File: config.mk
export PLATFORM = sky130hd
export DESIGN_NAME = hand_to_joystick_mapper_core_flat
export DESIGN_NICKNAME = d
export VERILOG_FILES = /design/src/hjm_pkg.sv /design/src/hjm_if.sv /design/src/hjm_div.sv /design/src/hjm_sqrt.sv /design/src/hjm_cordic.sv /design/src/hand_to_joystick_mapper_core.sv /design/src/flat_wrapper.sv
export SDC_FILE = /design/constraint.sdc
export NUM_CORES = 2
export LEC_CHECK = 0
export ABC_CLOCK_PERIOD_IN_PS = 15500
export BUFFER_PORTS_ARGS = -buffer_cell sky130_fd_sc_hd__buf_2
export CAP_MARGIN = 15
export CORE_MARGIN = 1
export CORE_UTILIZATION = 30
export CTS_BUF_LIST = sky130_fd_sc_hd__clkbuf_8
export DETAILED_ROUTE_END_ITERATION = 8
export PLACE_DENSITY = 0.53
export REMOVE_ABC_BUFFERS = 1
export SETUP_SLACK_MARGIN = 0.4
export SLEW_MARGIN = 40
export SYNTH_ARGS = -nofsm -noshare
export SYNTH_HDL_FRONTEND = slang
export SYNTH_SLANG_ARGS = --single-unit
File: constraint.sdc
create_clock -name clk_i -period 15.5 [get_ports clk_i]
set_input_delay 3.1 -clock clk_i [delete_from_list [all_inputs] [get_ports clk_i]]
set_output_delay 3.1 -clock clk_i [all_outputs]
set_load 0.05 [all_outputs]
File: src/hjm_pkg.sv
// ----------------------------------------------------------------------------
// hjm_pkg: shared types, constants and helpers for the hand-to-joystick mapper
// Holds the register map, the reset values, the arctangent table and the
// saturation helper that the sequencer and the CORDIC unit use.
// ----------------------------------------------------------------------------
package hjm_pkg;

  // Register map of the configuration port.
  typedef enum logic [2:0] {
    RegActCenter  = 3'd0,
    RegActRadius  = 3'd1,
    RegHoleRadius = 3'd2,
    RegMoveRadius = 3'd3,
    RegDeactBuf   = 3'd4,
    RegTurnThr    = 3'd5,
    RegTurnScale  = 3'd6,
    RegMaxTurn    = 3'd7
  } cfg_reg_e;

  localparam int unsigned CfgIdxW  = 3;
  localparam int unsigned CfgDataW = 48;

  // Reset values of the registers.
  localparam logic [47:0] ActCenterRst  = 48'd16496927443776;
  localparam logic [14:0] ActRadiusRst  = 15'd1280;
  localparam logic [14:0] HoleRadiusRst = 15'd128;
  localparam logic [14:0] MoveRadiusRst = 15'd640;
  localparam logic [14:0] DeactBufRst   = 15'd640;
  localparam logic [14:0] TurnThrRst    = 15'd2560;
  localparam logic [15:0] TurnScaleRst  = 16'd24576;
  localparam logic [14:0] MaxTurnRst    = 15'd6144;

  // Angles in 1/4096 degree.
  localparam int unsigned AngW = 22;
  localparam logic signed [AngW-1:0] Deg90  = 22'sd368640;
  localparam logic signed [AngW-1:0] Deg180 = 22'sd737280;

  // Divider and square root geometry.
  localparam int unsigned DivNumW  = 48;
  localparam int unsigned DivDenW  = 31;
  localparam int unsigned DivQuoW  = 20;
  localparam int unsigned SqrtInW  = 36;
  localparam int unsigned SqrtOutW = 18;
  localparam int unsigned CordW    = 33;
  localparam int unsigned CordSteps = 16;

  // Control handed from the sequencer to an iterative unit and back.
  typedef struct packed {
    logic start;
  } unit_req_t;

  typedef struct packed {
    logic busy;
    logic done;
  } unit_rsp_t;

  // atan(2^-i) in 1/4096 degree, rounded.
  function automatic logic [AngW-1:0] atan_tab(input logic [3:0] idx);
    logic [AngW-1:0] v;
    unique case (idx)
      4'd0:  v = 22'd184320;
      4'd1:  v = 22'd108810;
      4'd2:  v = 22'd57492;
      4'd3:  v = 22'd29184;
      4'd4:  v = 22'd14649;
      4'd5:  v = 22'd7331;
      4'd6:  v = 22'd3667;
      4'd7:  v = 22'd1833;
      4'd8:  v = 22'd917;
      4'd9:  v = 22'd458;
      4'd10: v = 22'd229;
      4'd11: v = 22'd115;
      4'd12: v = 22'd57;
      4'd13: v = 22'd29;
      4'd14: v = 22'd14;
      default: v = 22'd7;
    endcase
    return v;
  endfunction

  // Apply a sign to a magnitude and saturate into 16 signed bits.
  function automatic logic [15:0] sat16(input logic neg, input logic [31:0] mag);
    logic [31:0] m;
    logic [15:0] r;
    m = mag;
    if (neg) begin
      if (m > 32'd32768) m = 32'd32768;
      r = 16'(32'd0 - m);
    end else begin
      if (m > 32'd32767) m = 32'd32767;
      r = m[15:0];
    end
    return r;
  endfunction

endpackage

File: src/hjm_if.sv
// ----------------------------------------------------------------------------
// hjm_if: sample and result channels of the hand-to-joystick mapper
// Valid/ready channels; a word moves at a clock edge with both high.
// ----------------------------------------------------------------------------
interface hjm_in_if;
  logic              valid;
  logic              ready;
  logic signed [15:0] palm_x;
  logic signed [15:0] palm_y;
  logic signed [15:0] palm_z;
  logic signed [15:0] finger_x;
  logic signed [15:0] finger_y;
  logic signed [15:0] finger_z;

  modport source (output valid, palm_x, palm_y, palm_z, finger_x, finger_y, finger_z,
                  input ready);
  modport sink   (input valid, palm_x, palm_y, palm_z, finger_x, finger_y, finger_z,
                  output ready);
endinterface

interface hjm_out_if;
  logic              valid;
  logic              ready;
  logic signed [15:0] forward_speed;
  logic signed [15:0] right_speed;
  logic signed [15:0] turn_rate;
  logic              active;

  modport source (output valid, forward_speed, right_speed, turn_rate, active,
                  input ready);
  modport sink   (input valid, forward_speed, right_speed, turn_rate, active,
                  output ready);
endinterface

File: src/hjm_div.sv
// ----------------------------------------------------------------------------
// hjm_div: iterative restoring divider
// One quotient bit per cycle. The dividend's upper part must be below the
// divisor, so the quotient fits its width.
// ----------------------------------------------------------------------------
module hjm_div (
  input  logic                             clk_i,
  input  logic                             rst_ni,
  input  hjm_pkg::unit_req_t               req_i,
  input  logic [hjm_pkg::DivNumW-1:0]      dividend_i,
  input  logic [hjm_pkg::DivDenW-1:0]      divisor_i,
  output hjm_pkg::unit_rsp_t               rsp_o,
  output logic [hjm_pkg::DivQuoW-1:0]      quo_o
);

  localparam int unsigned NumW = hjm_pkg::DivNumW;
  localparam int unsigned DenW = hjm_pkg::DivDenW;
  localparam int unsigned QuoW = hjm_pkg::DivQuoW;

  logic [DenW-1:0] rem_q, rem_d, den_q;
  logic [QuoW-1:0] low_q, low_d;
  logic [4:0]      cnt_q, cnt_d;
  logic            busy_q, busy_d, done_q, done_d;
  logic [DenW:0]   trial;
  logic            ge;

  // One shift-and-subtract step.
  always_comb begin
    trial = {rem_q, low_q[QuoW-1]};
    ge    = trial >= {1'b0, den_q};
    rem_d = rem_q;
    low_d = low_q;
    cnt_d = cnt_q;
    busy_d = busy_q;
    done_d = 1'b0;
    if (req_i.start) begin
      rem_d  = DenW'(dividend_i[NumW-1:QuoW]);
      low_d  = dividend_i[QuoW-1:0];
      cnt_d  = '0;
      busy_d = 1'b1;
    end else if (busy_q) begin
      rem_d = ge ? DenW'(trial - {1'b0, den_q}) : trial[DenW-1:0];
      low_d = {low_q[QuoW-2:0], ge};
      cnt_d = cnt_q + 5'd1;
      if (cnt_q == 5'(QuoW - 1)) begin
        busy_d = 1'b0;
        done_d = 1'b1;
      end
    end
  end

  always_ff @(posedge clk_i or negedge rst_ni) begin
    if (!rst_ni) begin
      busy_q <= 1'b0;
      done_q <= 1'b0;
      cnt_q  <= '0;
    end else begin
      busy_q <= busy_d;
      done_q <= done_d;
      cnt_q  <= cnt_d;
    end
  end

  always_ff @(posedge clk_i) begin
    rem_q <= rem_d;
    low_q <= low_d;
    if (req_i.start) den_q <= divisor_i;
  end

  assign rsp_o.busy = busy_q;
  assign rsp_o.done = done_q;
  assign quo_o      = low_q;

endmodule

File: src/hjm_sqrt.sv
// ----------------------------------------------------------------------------
// hjm_sqrt: iterative integer square root
// Digit-by-digit method, two radicand bits and one root bit per cycle.
// ----------------------------------------------------------------------------
module hjm_sqrt (
  input  logic                          clk_i,
  input  logic                          rst_ni,
  input  hjm_pkg::unit_req_t            req_i,
  input  logic [hjm_pkg::SqrtInW-1:0]   value_i,
  output hjm_pkg::unit_rsp_t            rsp_o,
  output logic [hjm_pkg::SqrtOutW-1:0]  root_o
);

  localparam int unsigned InW  = hjm_pkg::SqrtInW;
  localparam int unsigned OutW = hjm_pkg::SqrtOutW;
  localparam int unsigned RemW = OutW + 2;

  logic [InW-1:0]  rad_q, rad_d;
  logic [OutW-1:0] root_q, root_d;
  logic [RemW-1:0] rem_q, rem_d;
  logic [4:0]      cnt_q, cnt_d;
  logic            busy_q, busy_d, done_q, done_d;
  logic [RemW+1:0] cur;
  logic [RemW-1:0] trial;
  logic            ge;

  // One root bit per step.
  always_comb begin
    cur    = {rem_q, rad_q[InW-1 -: 2]};
    trial  = {root_q, 2'b01};
    ge     = cur >= {2'b00, trial};
    rad_d  = rad_q;
    root_d = root_q;
    rem_d  = rem_q;
    cnt_d  = cnt_q;
    busy_d = busy_q;
    done_d = 1'b0;
    if (req_i.start) begin
      rad_d  = value_i;
      root_d = '0;
      rem_d  = '0;
      cnt_d  = '0;
      busy_d = 1'b1;
    end else if (busy_q) begin
      rad_d  = {rad_q[InW-3:0], 2'b00};
      rem_d  = ge ? RemW'(cur - {2'b00, trial}) : cur[RemW-1:0];
      root_d = {root_q[OutW-2:0], ge};
      cnt_d  = cnt_q + 5'd1;
      if (cnt_q == 5'(OutW - 1)) begin
        busy_d = 1'b0;
        done_d = 1'b1;
      end
    end
  end

  always_ff @(posedge clk_i or negedge rst_ni) begin
    if (!rst_ni) begin
      busy_q <= 1'b0;
      done_q <= 1'b0;
      cnt_q  <= '0;
    end else begin
      busy_q <= busy_d;
      done_q <= done_d;
      cnt_q  <= cnt_d;
    end
  end

  always_ff @(posedge clk_i) begin
    rad_q  <= rad_d;
    root_q <= root_d;
    rem_q  <= rem_d;
  end

  assign rsp_o.busy = busy_q;
  assign rsp_o.done = done_q;
  assign root_o     = root_q;

endmodule

File: src/hjm_cordic.sv
// ----------------------------------------------------------------------------
// hjm_cordic: iterative vectoring CORDIC for the tilt angle
// Gives atan2(dy, dz) in 1/4096 degree, one micro-rotation per cycle, after a
// quarter-turn pre-rotation when dz is negative.
// ----------------------------------------------------------------------------
module hjm_cordic (
  input  logic                              clk_i,
  input  logic                              rst_ni,
  input  hjm_pkg::unit_req_t                req_i,
  input  logic signed [16:0]                dy_i,
  input  logic signed [16:0]                dz_i,
  output hjm_pkg::unit_rsp_t                rsp_o,
  output logic signed [hjm_pkg::AngW-1:0]   ang_o
);

  localparam int unsigned W = hjm_pkg::CordW;

  logic signed [W-1:0]            x_q, x_d, y_q, y_d, x0, y0, xs, ys;
  logic signed [hjm_pkg::AngW-1:0] z_q, z_d, step_ang;
  logic [3:0]                      i_q, i_d;
  logic                            busy_q, busy_d, done_q, done_d;

  always_comb begin
    x0 = W'(dz_i) <<< 12;
    y0 = W'(dy_i) <<< 12;
    xs = x_q >>> i_q;
    ys = y_q >>> i_q;
    step_ang = signed'(hjm_pkg::atan_tab(i_q));
    x_d = x_q;
    y_d = y_q;
    z_d = z_q;
    i_d = i_q;
    busy_d = busy_q;
    done_d = 1'b0;
    if (req_i.start) begin
      i_d = '0;
      if (dy_i == 17'sd0) begin
        // Vertical or straight-down tilt: the angle is known at once.
        z_d    = dz_i[16] ? hjm_pkg::Deg180 : '0;
        done_d = 1'b1;
      end else begin
        busy_d = 1'b1;
        if (!dz_i[16]) begin
          x_d = x0;
          y_d = y0;
          z_d = '0;
        end else if (!dy_i[16]) begin
          x_d = y0;
          y_d = -x0;
          z_d = hjm_pkg::Deg90;
        end else begin
          x_d = -y0;
          y_d = x0;
          z_d = -hjm_pkg::Deg90;
        end
      end
    end else if (busy_q) begin
      // Rotate toward the x axis and accumulate the angle.
      if (y_q > 0) begin
        x_d = x_q + ys;
        y_d = y_q - xs;
        z_d = z_q + step_ang;
      end else begin
        x_d = x_q - ys;
        y_d = y_q + xs;
        z_d = z_q - step_ang;
      end
      i_d = i_q + 4'd1;
      if (i_q == 4'(hjm_pkg::CordSteps - 1)) begin
        busy_d = 1'b0;
        done_d = 1'b1;
      end
    end
  end

  always_ff @(posedge clk_i or negedge rst_ni) begin
    if (!rst_ni) begin
      busy_q <= 1'b0;
      done_q <= 1'b0;
      i_q    <= '0;
    end else begin
      busy_q <= busy_d;
      done_q <= done_d;
      i_q    <= i_d;
    end
  end

  always_ff @(posedge clk_i) begin
    x_q <= x_d;
    y_q <= y_d;
    z_q <= z_d;
  end

  assign rsp_o.busy = busy_q;
  assign rsp_o.done = done_q;
  assign ang_o      = z_q;

endmodule

File: src/hand_to_joystick_mapper_core.sv
// ----------------------------------------------------------------------------
// hand_to_joystick_mapper_core: palm and finger samples to joystick commands
// Sequencer with a shared multiplier, divider, square root and CORDIC.
// ----------------------------------------------------------------------------
// Each accepted sample word yields one result word. The block takes one
// sample at a time. A sample that leaves the joystick disengaged skips the
// speed and turn work; the disk test runs when the finger is above the
// plane and the joystick is disengaged. An engaged sample runs the 16-step
// CORDIC for the tilt angle, the 20-step divider at most once per speed
// axis outside the dead hole, and past the turn threshold the divider once
// more for the turn fraction and the 18-step square root. Finished results
// sit in an output register, so a new sample is taken while the previous
// result waits. Registers are written through the plain write port and
// should only change while the block is idle.
module hand_to_joystick_mapper_core (
  input  logic                          clk_i,
  input  logic                          rst_ni,
  input  logic                          cfg_we_i,
  input  logic [hjm_pkg::CfgIdxW-1:0]   cfg_idx_i,
  input  logic [hjm_pkg::CfgDataW-1:0]  cfg_data_i,
  hjm_in_if.sink                        in_ch,
  hjm_out_if.source                     out_ch
);

  typedef enum logic [19:0] {
    S_IDLE   = 20'h00001,
    S_DECIDE = 20'h00002,
    S_SQX    = 20'h00004,
    S_SQY    = 20'h00008,
    S_SQR    = 20'h00010,
    S_ACTC   = 20'h00020,
    S_ENG    = 20'h00040,
    S_SPN    = 20'h00080,
    S_SPD    = 20'h00100,
    S_SPDIV  = 20'h00200,
    S_SPWAIT = 20'h00400,
    S_TNCOR  = 20'h00800,
    S_TNCHK  = 20'h01000,
    S_TNDIV  = 20'h02000,
    S_TNSQ   = 20'h04000,
    S_TNSQW  = 20'h08000,
    S_TNM1   = 20'h10000,
    S_TNM2   = 20'h20000,
    S_TNFIN  = 20'h40000,
    S_OUT    = 20'h80000
  } state_e;

  state_e state_q, state_d;

  // Configuration registers.
  logic [47:0] ac_q;
  logic [14:0] ar_q, hr_q, mr_q, db_q, tt_q, mtr_q;
  logic [15:0] ts_q;

  // Sample and engagement state.
  logic signed [15:0] px_q, py_q, pz_q, fx_q, fy_q, fz_q;
  logic signed [15:0] cx_q, cx_d, cy_q, cy_d;
  logic               eng_q, eng_d, axis_q, axis_d;

  // Working registers.
  logic [33:0] acc_q, acc_d;
  logic [31:0] num2_q, num2_d;
  logic [17:0] p_q, p_d;
  logic [39:0] prod_q;
  logic [19:0] mul_a, mul_b;
  logic [15:0] rf_q, rf_d, rr_q, rr_d, rt_q, rt_d;
  logic        ra_q, ra_d;

  // Output register.
  logic        ov_q, ov_d;
  logic [15:0] of_q, or_q, ot_q;
  logic        oa_q;
  logic        load_out;

  // Shared units.
  hjm_pkg::unit_req_t div_req, sq_req, cor_req;
  hjm_pkg::unit_rsp_t div_rsp, sq_rsp, cor_rsp;
  logic [hjm_pkg::DivNumW-1:0]  div_num;
  logic [hjm_pkg::DivDenW-1:0]  div_den;
  logic [hjm_pkg::DivQuoW-1:0]  div_quo;
  logic [hjm_pkg::SqrtOutW-1:0] sq_root;
  logic signed [hjm_pkg::AngW-1:0] cor_ang;

  // Derived values.
  logic signed [15:0] cfg_cx, cfg_cy, cfg_cz;
  logic signed [17:0] low_plane;
  logic signed [16:0] dx, dy, pos, tilt_dy, tilt_dz;
  logic [16:0]        dx_mag, dy_mag, pos_mag, num;
  logic               pos_neg, above, in_hole, degen;
  logic [14:0]        den;
  logic [47:0]        sp_num, tn_num;
  logic               sp_sat;
  logic [20:0]        ang_mag;
  logic [18:0]        thr;
  logic               ang_neg, tilt_dead;
  logic [40:0]        rnd_sum;
  logic [31:0]        tmag;
  logic [15:0]        spd_res;

  // Geometry of the current sample.
  always_comb begin
    cfg_cx    = signed'(ac_q[47:32]);
    cfg_cy    = signed'(ac_q[31:16]);
    cfg_cz    = signed'(ac_q[15:0]);
    above     = fz_q > cfg_cz;
    low_plane = {{2{cfg_cz[15]}}, cfg_cz} - signed'({3'b000, db_q});
    dx        = {fx_q[15], fx_q} - {cfg_cx[15], cfg_cx};
    dy        = {fy_q[15], fy_q} - {cfg_cy[15], cfg_cy};
    dx_mag    = dx[16] ? 17'(-dx) : dx;
    dy_mag    = dy[16] ? 17'(-dy) : dy;
    pos       = axis_q ? ({py_q[15], py_q} - {cy_q[15], cy_q})
                       : ({px_q[15], px_q} - {cx_q[15], cx_q});
    pos_neg   = pos[16];
    pos_mag   = pos_neg ? 17'(-pos) : pos;
    in_hole   = pos_mag <= {2'b00, hr_q};
    degen     = mr_q <= hr_q;
    num       = pos_mag - {2'b00, hr_q};
    den       = mr_q - hr_q;
    // Speed dividend: num^2 * 4096 plus half the squared span for rounding.
    sp_num    = {4'b0, num2_q, 12'b0} + {19'b0, prod_q[29:1]};
    sp_sat    = sp_num[47:17] >= {1'b0, prod_q[29:0]};
    tilt_dy   = {fy_q[15], fy_q} - {py_q[15], py_q};
    tilt_dz   = {fz_q[15], fz_q} - {pz_q[15], pz_q};
    ang_neg   = cor_ang[hjm_pkg::AngW-1];
    ang_mag   = ang_neg ? 21'(-cor_ang) : cor_ang[20:0];
    thr       = {tt_q, 4'b0000};
    tilt_dead = ang_mag < {2'b00, thr};
    tn_num    = {11'b0, 21'(ang_mag - {2'b00, thr}), 16'b0} + 48'd184320;
    rnd_sum   = {1'b0, prod_q} + 41'd32768;
    tmag      = {7'b0, rnd_sum[40:16]};
    spd_res   = hjm_pkg::sat16(pos_neg, {12'b0, div_quo});
  end

  // Operand selection of the shared multiplier.
  always_comb begin
    mul_a = '0;
    mul_b = '0;
    unique case (state_q)
      S_SQX: begin
        mul_a = {3'b0, dx_mag};
        mul_b = {3'b0, dx_mag};
      end
      S_SQY: begin
        mul_a = {3'b0, dy_mag};
        mul_b = {3'b0, dy_mag};
      end
      S_SQR: begin
        mul_a = {5'b0, ar_q};
        mul_b = {5'b0, ar_q};
      end
      S_SPN: begin
        mul_a = {3'b0, num};
        mul_b = {3'b0, num};
      end
      S_SPD: begin
        mul_a = {5'b0, den};
        mul_b = {5'b0, den};
      end
      S_TNM1: begin
        mul_a = {2'b0, p_q};
        mul_b = {2'b0, sq_root};
      end
      S_TNM2: begin
        mul_a = rnd_sum[35:16];
        mul_b = {4'b0, ts_q};
      end
      default: ;
    endcase
  end

  always_ff @(posedge clk_i) begin
    prod_q <= mul_a * mul_b;
  end

  // Sequencer.
  always_comb begin
    state_d = state_q;
    eng_d   = eng_q;
    cx_d    = cx_q;
    cy_d    = cy_q;
    axis_d  = axis_q;
    acc_d   = acc_q;
    num2_d  = num2_q;
    p_d     = p_q;
    rf_d    = rf_q;
    rr_d    = rr_q;
    rt_d    = rt_q;
    ra_d    = ra_q;
    div_req.start = 1'b0;
    sq_req.start  = 1'b0;
    cor_req.start = 1'b0;
    div_num = tn_num;
    div_den = 31'd368640;
    load_out = 1'b0;
    unique case (state_q)
      S_IDLE: begin
        if (in_ch.valid) state_d = S_DECIDE;
      end
      S_DECIDE: begin
        if (above && !eng_q) begin
          state_d = S_SQX;
        end else begin
          if (!above && eng_q && (signed'({{2{fz_q[15]}}, fz_q}) < low_plane)) begin
            eng_d = 1'b0;
          end
          state_d = S_ENG;
        end
      end
      S_SQX: state_d = S_SQY;
      S_SQY: begin
        acc_d   = {2'b00, prod_q[31:0]};
        state_d = S_SQR;
      end
      S_SQR: begin
        acc_d   = acc_q + {2'b00, prod_q[31:0]};
        state_d = S_ACTC;
      end
      S_ACTC: begin
        // Engage inside the activation disk and latch the palm as center.
        if ({6'b0, acc_q} < prod_q) begin
          eng_d = 1'b1;
          cx_d  = px_q;
          cy_d  = py_q;
        end
        state_d = S_ENG;
      end
      S_ENG: begin
        rf_d = '0;
        rr_d = '0;
        rt_d = '0;
        ra_d = eng_q;
        axis_d  = 1'b0;
        state_d = eng_q ? S_SPN : S_OUT;
      end
      S_SPN: begin
        if (in_hole || degen) begin
          if (!in_hole) begin
            if (axis_q) rr_d = hjm_pkg::sat16(pos_neg, 32'd32768);
            else        rf_d = hjm_pkg::sat16(pos_neg, 32'd32768);
          end
          axis_d  = 1'b1;
          state_d = axis_q ? S_TNCOR : S_SPN;
        end else begin
          state_d = S_SPD;
        end
      end
      S_SPD: begin
        num2_d  = prod_q[31:0];
        state_d = S_SPDIV;
      end
      S_SPDIV: begin
        div_num = sp_num;
        div_den = {1'b0, prod_q[29:0]};
        if (sp_sat) begin
          if (axis_q) rr_d = hjm_pkg::sat16(pos_neg, 32'd32768);
          else        rf_d = hjm_pkg::sat16(pos_neg, 32'd32768);
          axis_d  = 1'b1;
          state_d = axis_q ? S_TNCOR : S_SPN;
        end else begin
          div_req.start = 1'b1;
          state_d = S_SPWAIT;
        end
      end
      S_SPWAIT: begin
        if (div_rsp.done) begin
          if (axis_q) rr_d = spd_res;
          else        rf_d = spd_res;
          axis_d  = 1'b1;
          state_d = axis_q ? S_TNCOR : S_SPN;
        end
      end
      S_TNCOR: begin
        cor_req.start = 1'b1;
        state_d = S_TNCHK;
      end
      S_TNCHK: begin
        if (cor_rsp.done) begin
          if (tilt_dead) begin
            state_d = S_OUT;
          end else begin
            div_req.start = 1'b1;
            state_d = S_TNDIV;
          end
        end
      end
      S_TNDIV: begin
        if (div_rsp.done) begin
          p_d     = div_quo[17:0];
          state_d = S_TNSQ;
        end
      end
      S_TNSQ: begin
        sq_req.start = 1'b1;
        state_d = S_TNSQW;
      end
      S_TNSQW: begin
        if (sq_rsp.done) state_d = S_TNM1;
      end
      S_TNM1: state_d = S_TNM2;
      S_TNM2: state_d = S_TNFIN;
      S_TNFIN: begin
        // Positive rates clamp at the register; negative ones saturate.
        if (ang_neg) begin
          rt_d = hjm_pkg::sat16(1'b1, tmag);
        end else if (tmag > {17'b0, mtr_q}) begin
          rt_d = hjm_pkg::sat16(1'b0, {17'b0, mtr_q});
        end else begin
          rt_d = hjm_pkg::sat16(1'b0, tmag);
        end
        state_d = S_OUT;
      end
      S_OUT: begin
        if (!ov_q || out_ch.ready) begin
          load_out = 1'b1;
          state_d  = S_IDLE;
        end
      end
      default: state_d = S_IDLE;
    endcase
  end

  always_comb begin
    ov_d = ov_q && !out_ch.ready;
    if (load_out) ov_d = 1'b1;
  end

  // Control registers.
  always_ff @(posedge clk_i or negedge rst_ni) begin
    if (!rst_ni) begin
      state_q <= S_IDLE;
      eng_q   <= 1'b0;
      cx_q    <= '0;
      cy_q    <= '0;
      ov_q    <= 1'b0;
      axis_q  <= 1'b0;
      ac_q    <= hjm_pkg::ActCenterRst;
      ar_q    <= hjm_pkg::ActRadiusRst;
      hr_q    <= hjm_pkg::HoleRadiusRst;
      mr_q    <= hjm_pkg::MoveRadiusRst;
      db_q    <= hjm_pkg::DeactBufRst;
      tt_q    <= hjm_pkg::TurnThrRst;
      ts_q    <= hjm_pkg::TurnScaleRst;
      mtr_q   <= hjm_pkg::MaxTurnRst;
    end else begin
      state_q <= state_d;
      eng_q   <= eng_d;
      cx_q    <= cx_d;
      cy_q    <= cy_d;
      ov_q    <= ov_d;
      axis_q  <= axis_d;
      if (cfg_we_i) begin
        unique case (hjm_pkg::cfg_reg_e'(cfg_idx_i))
          hjm_pkg::RegActCenter:  ac_q  <= cfg_data_i;
          hjm_pkg::RegActRadius:  ar_q  <= cfg_data_i[14:0];
          hjm_pkg::RegHoleRadius: hr_q  <= cfg_data_i[14:0];
          hjm_pkg::RegMoveRadius: mr_q  <= cfg_data_i[14:0];
          hjm_pkg::RegDeactBuf:   db_q  <= cfg_data_i[14:0];
          hjm_pkg::RegTurnThr:    tt_q  <= cfg_data_i[14:0];
          hjm_pkg::RegTurnScale:  ts_q  <= cfg_data_i[15:0];
          hjm_pkg::RegMaxTurn:    mtr_q <= cfg_data_i[14:0];
          default: ;
        endcase
      end
    end
  end

  // Payload registers.
  always_ff @(posedge clk_i) begin
    if (state_q == S_IDLE && in_ch.valid) begin
      px_q <= in_ch.palm_x;
      py_q <= in_ch.palm_y;
      pz_q <= in_ch.palm_z;
      fx_q <= in_ch.finger_x;
      fy_q <= in_ch.finger_y;
      fz_q <= in_ch.finger_z;
    end
    acc_q  <= acc_d;
    num2_q <= num2_d;
    p_q    <= p_d;
    rf_q   <= rf_d;
    rr_q   <= rr_d;
    rt_q   <= rt_d;
    ra_q   <= ra_d;
    if (load_out) begin
      of_q <= rf_q;
      or_q <= rr_q;
      ot_q <= rt_q;
      oa_q <= ra_q;
    end
  end

  hjm_div u_div (
    .clk_i      (clk_i),
    .rst_ni     (rst_ni),
    .req_i      (div_req),
    .dividend_i (div_num),
    .divisor_i  (div_den),
    .rsp_o      (div_rsp),
    .quo_o      (div_quo)
  );

  hjm_sqrt u_sqrt (
    .clk_i   (clk_i),
    .rst_ni  (rst_ni),
    .req_i   (sq_req),
    .value_i ({2'b00, p_q, 16'b0}),
    .rsp_o   (sq_rsp),
    .root_o  (sq_root)
  );

  hjm_cordic u_cordic (
    .clk_i  (clk_i),
    .rst_ni (rst_ni),
    .req_i  (cor_req),
    .dy_i   (tilt_dy),
    .dz_i   (tilt_dz),
    .rsp_o  (cor_rsp),
    .ang_o  (cor_ang)
  );

  // Ports.
  assign in_ch.ready          = (state_q == S_IDLE);
  assign out_ch.valid         = ov_q;
  assign out_ch.forward_speed = signed'(of_q);
  assign out_ch.right_speed   = signed'(or_q);
  assign out_ch.turn_rate     = signed'(ot_q);
  assign out_ch.active        = oa_q;

  // A disengaged result carries no motion.
  a_idle_zero: assert property (@(posedge clk_i) disable iff (!rst_ni)
    (out_ch.valid && !out_ch.active) |->
      (of_q == 16'd0 && or_q == 16'd0 && ot_q == 16'd0))
    else $error("disengaged result with nonzero motion");

  // A positive turn rate never passes the clamp.
  a_turn_clamp: assert property (@(posedge clk_i) disable iff (!rst_ni)
    (state_q == S_TNFIN && !ang_neg) |=> (rt_q <= {1'b0, mtr_q}))
    else $error("turn rate above clamp");

  // One sample at a time: after an accept the block is busy.
  a_one_item: assert property (@(posedge clk_i) disable iff (!rst_ni)
    (in_ch.valid && in_ch.ready) |=> !in_ch.ready)
    else $error("second sample taken while busy");

  // The divider only reports completion to a state waiting for it.
  a_div_done: assert property (@(posedge clk_i) disable iff (!rst_ni)
    div_rsp.done |-> (state_q == S_SPWAIT || state_q == S_TNDIV))
    else $error("divider result with no consumer");

endmodule

File: src/flat_wrapper.sv
// flat-port wrapper written by rule: the top's interface ports become plain ports
module hand_to_joystick_mapper_core_flat 
  (clk_i, rst_ni, cfg_we_i, cfg_idx_i, cfg_data_i, in_ch_valid, in_ch_palm_x, in_ch_palm_y, in_ch_palm_z, in_ch_finger_x, in_ch_finger_y, in_ch_finger_z, in_ch_ready, out_ch_valid, out_ch_forward_speed, out_ch_right_speed, out_ch_turn_rate, out_ch_active, out_ch_ready);
  hjm_in_if in_ch_i ();
  hjm_out_if out_ch_i ();
  input  logic clk_i;
  input  logic rst_ni;
  input  logic cfg_we_i;
  input  logic [hjm_pkg::CfgIdxW-1:0] cfg_idx_i;
  input  logic [hjm_pkg::CfgDataW-1:0] cfg_data_i;
  input wire logic [$bits(in_ch_i.valid)-1:0] in_ch_valid;
  input wire logic [$bits(in_ch_i.palm_x)-1:0] in_ch_palm_x;
  input wire logic [$bits(in_ch_i.palm_y)-1:0] in_ch_palm_y;
  input wire logic [$bits(in_ch_i.palm_z)-1:0] in_ch_palm_z;
  input wire logic [$bits(in_ch_i.finger_x)-1:0] in_ch_finger_x;
  input wire logic [$bits(in_ch_i.finger_y)-1:0] in_ch_finger_y;
  input wire logic [$bits(in_ch_i.finger_z)-1:0] in_ch_finger_z;
  output wire logic [$bits(in_ch_i.ready)-1:0] in_ch_ready;
  output wire logic [$bits(out_ch_i.valid)-1:0] out_ch_valid;
  output wire logic [$bits(out_ch_i.forward_speed)-1:0] out_ch_forward_speed;
  output wire logic [$bits(out_ch_i.right_speed)-1:0] out_ch_right_speed;
  output wire logic [$bits(out_ch_i.turn_rate)-1:0] out_ch_turn_rate;
  output wire logic [$bits(out_ch_i.active)-1:0] out_ch_active;
  input wire logic [$bits(out_ch_i.ready)-1:0] out_ch_ready;
  assign in_ch_i.valid = in_ch_valid;
  assign in_ch_i.palm_x = in_ch_palm_x;
  assign in_ch_i.palm_y = in_ch_palm_y;
  assign in_ch_i.palm_z = in_ch_palm_z;
  assign in_ch_i.finger_x = in_ch_finger_x;
  assign in_ch_i.finger_y = in_ch_finger_y;
  assign in_ch_i.finger_z = in_ch_finger_z;
  assign in_ch_ready = in_ch_i.ready;
  assign out_ch_valid = out_ch_i.valid;
  assign out_ch_forward_speed = out_ch_i.forward_speed;
  assign out_ch_right_speed = out_ch_i.right_speed;
  assign out_ch_turn_rate = out_ch_i.turn_rate;
  assign out_ch_active = out_ch_i.active;
  assign out_ch_i.ready = out_ch_ready;
  hand_to_joystick_mapper_core u_core (.clk_i(clk_i), .rst_ni(rst_ni), .cfg_we_i(cfg_we_i), .cfg_idx_i(cfg_idx_i), .cfg_data_i(cfg_data_i), .in_ch(in_ch_i), .out_ch(out_ch_i));
endmodule
==> metrics.txt <==
Worst slew margin 40.5%; Net count, final 8679; Synth cell types between 100 and 150; clock sink count between 700 and 800; # DRC 0; Crit-path slowest cell or3_1; min-delay src u_core.rf_q[9]$_DFFE_PP_; Mean Syn Cell Area 9.29 sq um; final hold viol count 0; GRT Overall Usage 19.8%; Hold/Removal Path Class reg -> reg; GPL Wtd Cong approximately 0.9; crit path max fanout 20; status finished, final reports clean; antenna violations before repair 25; Antenna Nets Post-Route 0; vias in the first global route 55900; Most common cell on crit path fa_1; H-tree levels 4; Mapped Cells around 7500; GR Overflow Total 0; Hold-fix buffers, CTS 0; drt total wl around 230000 um; post-synthesis register bit count 772; most frequent cells in the layout inv_1 (796), nand2_1 (763), ha_1 (582), o21ai_0 (495), nor2_1 (470); power per cell area 106 nW/um^2; final setup fails 0; Worst EP arrival around 13 ns; CTS max path bufs 3; register area share after synthesis 30.7%; startpoint types register; Die Area 233000 sq um; post-route minimum period around 12 ns; pin count of the biggest net entering global routing between 80 and 90; CTS resizes 0; Buffers on Ports 202; Worst Reg2Reg Path Length in Cells 43; most common cell after layout, fill and taps aside inv_1; layout cells sized above 1 11.3%; RR Endpoint u_core.prod_q[34]$_DFF_P_; Layout Area Growth over Synthesis 11.7%; DRT Pass-1 Iters 6; Worst-Skew Late Latency 0.96 ns; first-pass GRT wire length 351000 um; RSZ-0062 raised after global routing false; Rows 175; FILL cells 23500; R2R setup slack 3.00 ns; setup TNS 0 ns; Worst Skew roughly 0.070 ns; period utilization 80.6%; die width about 480 um; vias post-DR 57100; Die Ht between 400 and 500 um; ys flop type edfxtp_1; Reg clk slew, reported paths 0.06 ns; Synth Warn # 0; Worst path max stage delay a little over 0.7 ns; WHS Endpoint u_core.out_ch.forward_speed[9]$_DFFE_PP_; Hold Path Cell Cnt 0; io pins roughly 200; CP Capture Type register; Max Freq 80.0 MHz; Async S/R FF share, synth 29.7%; Root Buffer clkbuf_8; CP required about 16 ns; max-cap viol count 0; average wire per standard cell 21.7 um; cts bufs inserted 148; RR Startpoint u_core.py_q[0]$_DFFE_PP_; leakage power 32.4 nW; core area 228000 sq um; actual slew at the worst max-slew pin about 0.9 ns; critical path class reg -> reg; Post-CTS Setup Bufs 0; Placed Instance Area 74000 sq um; Slew Limit Fails 0; worst vdd ir about 0.15 mV; Post-synth EDFFs roughly 460; hpwl dp 182000 um; Synth Cell Area 69200 sq um; DR vias/cell 5.30; Final Cell Area 77300 sq um; Starting Density 30.3%; drt first-iter violations 4627; CTS tree built
[worst max-delay path by stage]
| stage | startpoint | end | slack (ns) | cells after the start |
|---|---|---|---|---|
| floorplan | u_core.state_q[14]$_DFFE_PN0P_ | u_core.prod_q[37]$_DFF_P_ | 3.96 | 30 |
| global placement | u_core.py_q[0]$_DFFE_PP_ | u_core.prod_q[37]$_DFF_P_ | 3.18 | 43 |
| detailed placement | u_core.py_q[0]$_DFFE_PP_ | u_core.prod_q[34]$_DFF_P_ | 3.05 | 43 |
| CTS | u_core.py_q[0]$_DFFE_PP_ | u_core.prod_q[34]$_DFF_P_ | 3.05 | 43 |
| global route | u_core.py_q[0]$_DFFE_PP_ | u_core.prod_q[37]$_DFF_P_ | 2.25 | 44 |
| finish | u_core.py_q[0]$_DFFE_PP_ | u_core.prod_q[34]$_DFF_P_ | 3.00 | 43 |
[synthesized netlist by cell type, types with 27 or more instances]
| cell | instances | area [sq um] |
|---|---|---|
| o21bai_1 | 61 | 458 |
| o31ai_1 | 47 | 353 |
| a221o_1 | 37 | 370 |
| mux2_2 | 117 | 1320 |
| a21o_1 | 133 | 998 |
| o221ai_1 | 31 | 272 |
| dfstp_2 | 30 | 788 |
| nor4_1 | 43 | 269 |
| and2_1 | 157 | 982 |
| nand3b_1 | 30 | 225 |
| nor2_1 | 471 | 1770 |
| o21a_1 | 93 | 698 |
| o211ai_1 | 49 | 368 |
| dfrtp_1 | 199 | 4980 |
| nor2b_1 | 64 | 400 |
| nand3_1 | 139 | 696 |
| mux4_2 | 75 | 1690 |
| a31oi_1 | 62 | 388 |
| o21ai_0 | 496 | 2480 |
| or2_2 | 32 | 200 |
| nor3b_1 | 27 | 203 |
| fa_1 | 304 | 6090 |
| clkbuf_1 | 219 | 822 |
| nand2b_1 | 76 | 475 |
| and3_1 | 47 | 294 |
| mux2i_1 | 118 | 1180 |
| or3_1 | 61 | 382 |
| o22ai_1 | 32 | 200 |
| edfxtp_1 | 462 | 13900 |
| dfxtp_1 | 81 | 1620 |
| xor2_1 | 162 | 1420 |
| nor3_1 | 135 | 676 |
| ha_1 | 582 | 7280 |
| nand2_1 | 764 | 2870 |
| a211oi_1 | 45 | 338 |
| nand4_1 | 50 | 313 |
| xnor2_1 | 342 | 3000 |
| a21oi_1 | 402 | 2010 |
| inv_1 | 760 | 2850 |
[cell type report]
class,count,area [sq um],area share [%]
clock buffers,170,2340,3.03
inverters,765,2870,3.71
diodes,16,40.0,0.0518
flip-flops and latches,772,21300,27.5
multi-input cells,5648,44300,57.3
well taps,3009,3760,4.87
repair buffers,306,1850,2.40
clock inverters,105,840,1.09
[state kept, by name, summed over array words and instances (netlist names), 18 cells and up]
signal and count:
u_core.u_cordic.x_q 33, u_core.prod_q 38, u_core.u_div.den_q 30, u_core.u_cordic.y_q 33, u_core.ac_q 48, u_core.u_sqrt.rad_q 20
u_core.acc_q 34, u_core.num2_q 32, u_core.u_sqrt.root_o 18, u_core.u_sqrt.rem_q 20, u_core.u_div.rem_q 31, u_core.u_div.quo_o 20
u_core.p_q 18, u_core.u_cordic.ang_o 22, u_core.state_q 20
[logic make-up after synthesis]
group | count (synthesis) | synth area share [%]
DFF | 772 | 30.7
xor gates and xnor gates | 504 | 6.38
buffers and inverters | 1035 | 5.72
and+or+nand+nor | 2176 | 15.1
AOI/OAI and AO/OA | 1761 | 16.4
other | 2 | 0.0108
adders and majority gates | 886 | 19.3
muxes | 317 | 6.31
[stage by stage]
step	setup slack (ns)	std cells	utilization [%]	hold WS, ns	power (mW)
global placement	3.18	10500	32.3	0.402	5.93
finish	3.00	10800	33.8	0.407	8.18
floorplan	3.96	7185	-	0.400	4.84
CTS	3.05	10800	33.8	0.405	8.22
detailed placement	3.05	10500	32.4	0.405	5.97
global route	2.25	10800	33.8	0.415	8.66
[metal layers]
layer / wire [um] / vias to the layer above / part of all wire, % / global-route usage [%]
li1: - / 26900 / - / -
met2: 106000 / 1850 / 45 / 31.7
met5: 0 / - / 0 / 0
met3: 13000 / 373 / 5.5 / 2.68
met4: 8740 / 0 / 3.7 / 7.93
met1: 107000 / 28000 / 45 / 26.9
[where the power goes]
part	switching [mW]	total (mW)	internal, mW	leakage [nW]
clock network	1.01	2.20	1.19	1.76
registers	0.136	2.53	2.40	7.66
logic	2.20	3.44	1.24	23.0
[critical path: cells and delay by family (launching register included)]
family          cells  cell delay [ns]
compound gates     20             5.41
fa+ha+maj          10             4.07
simple gates        6             1.68
buf+inv             5             0.54
flops               1             0.41
xor+xnor            2             0.30
Power figures use the tool's default switching activity.
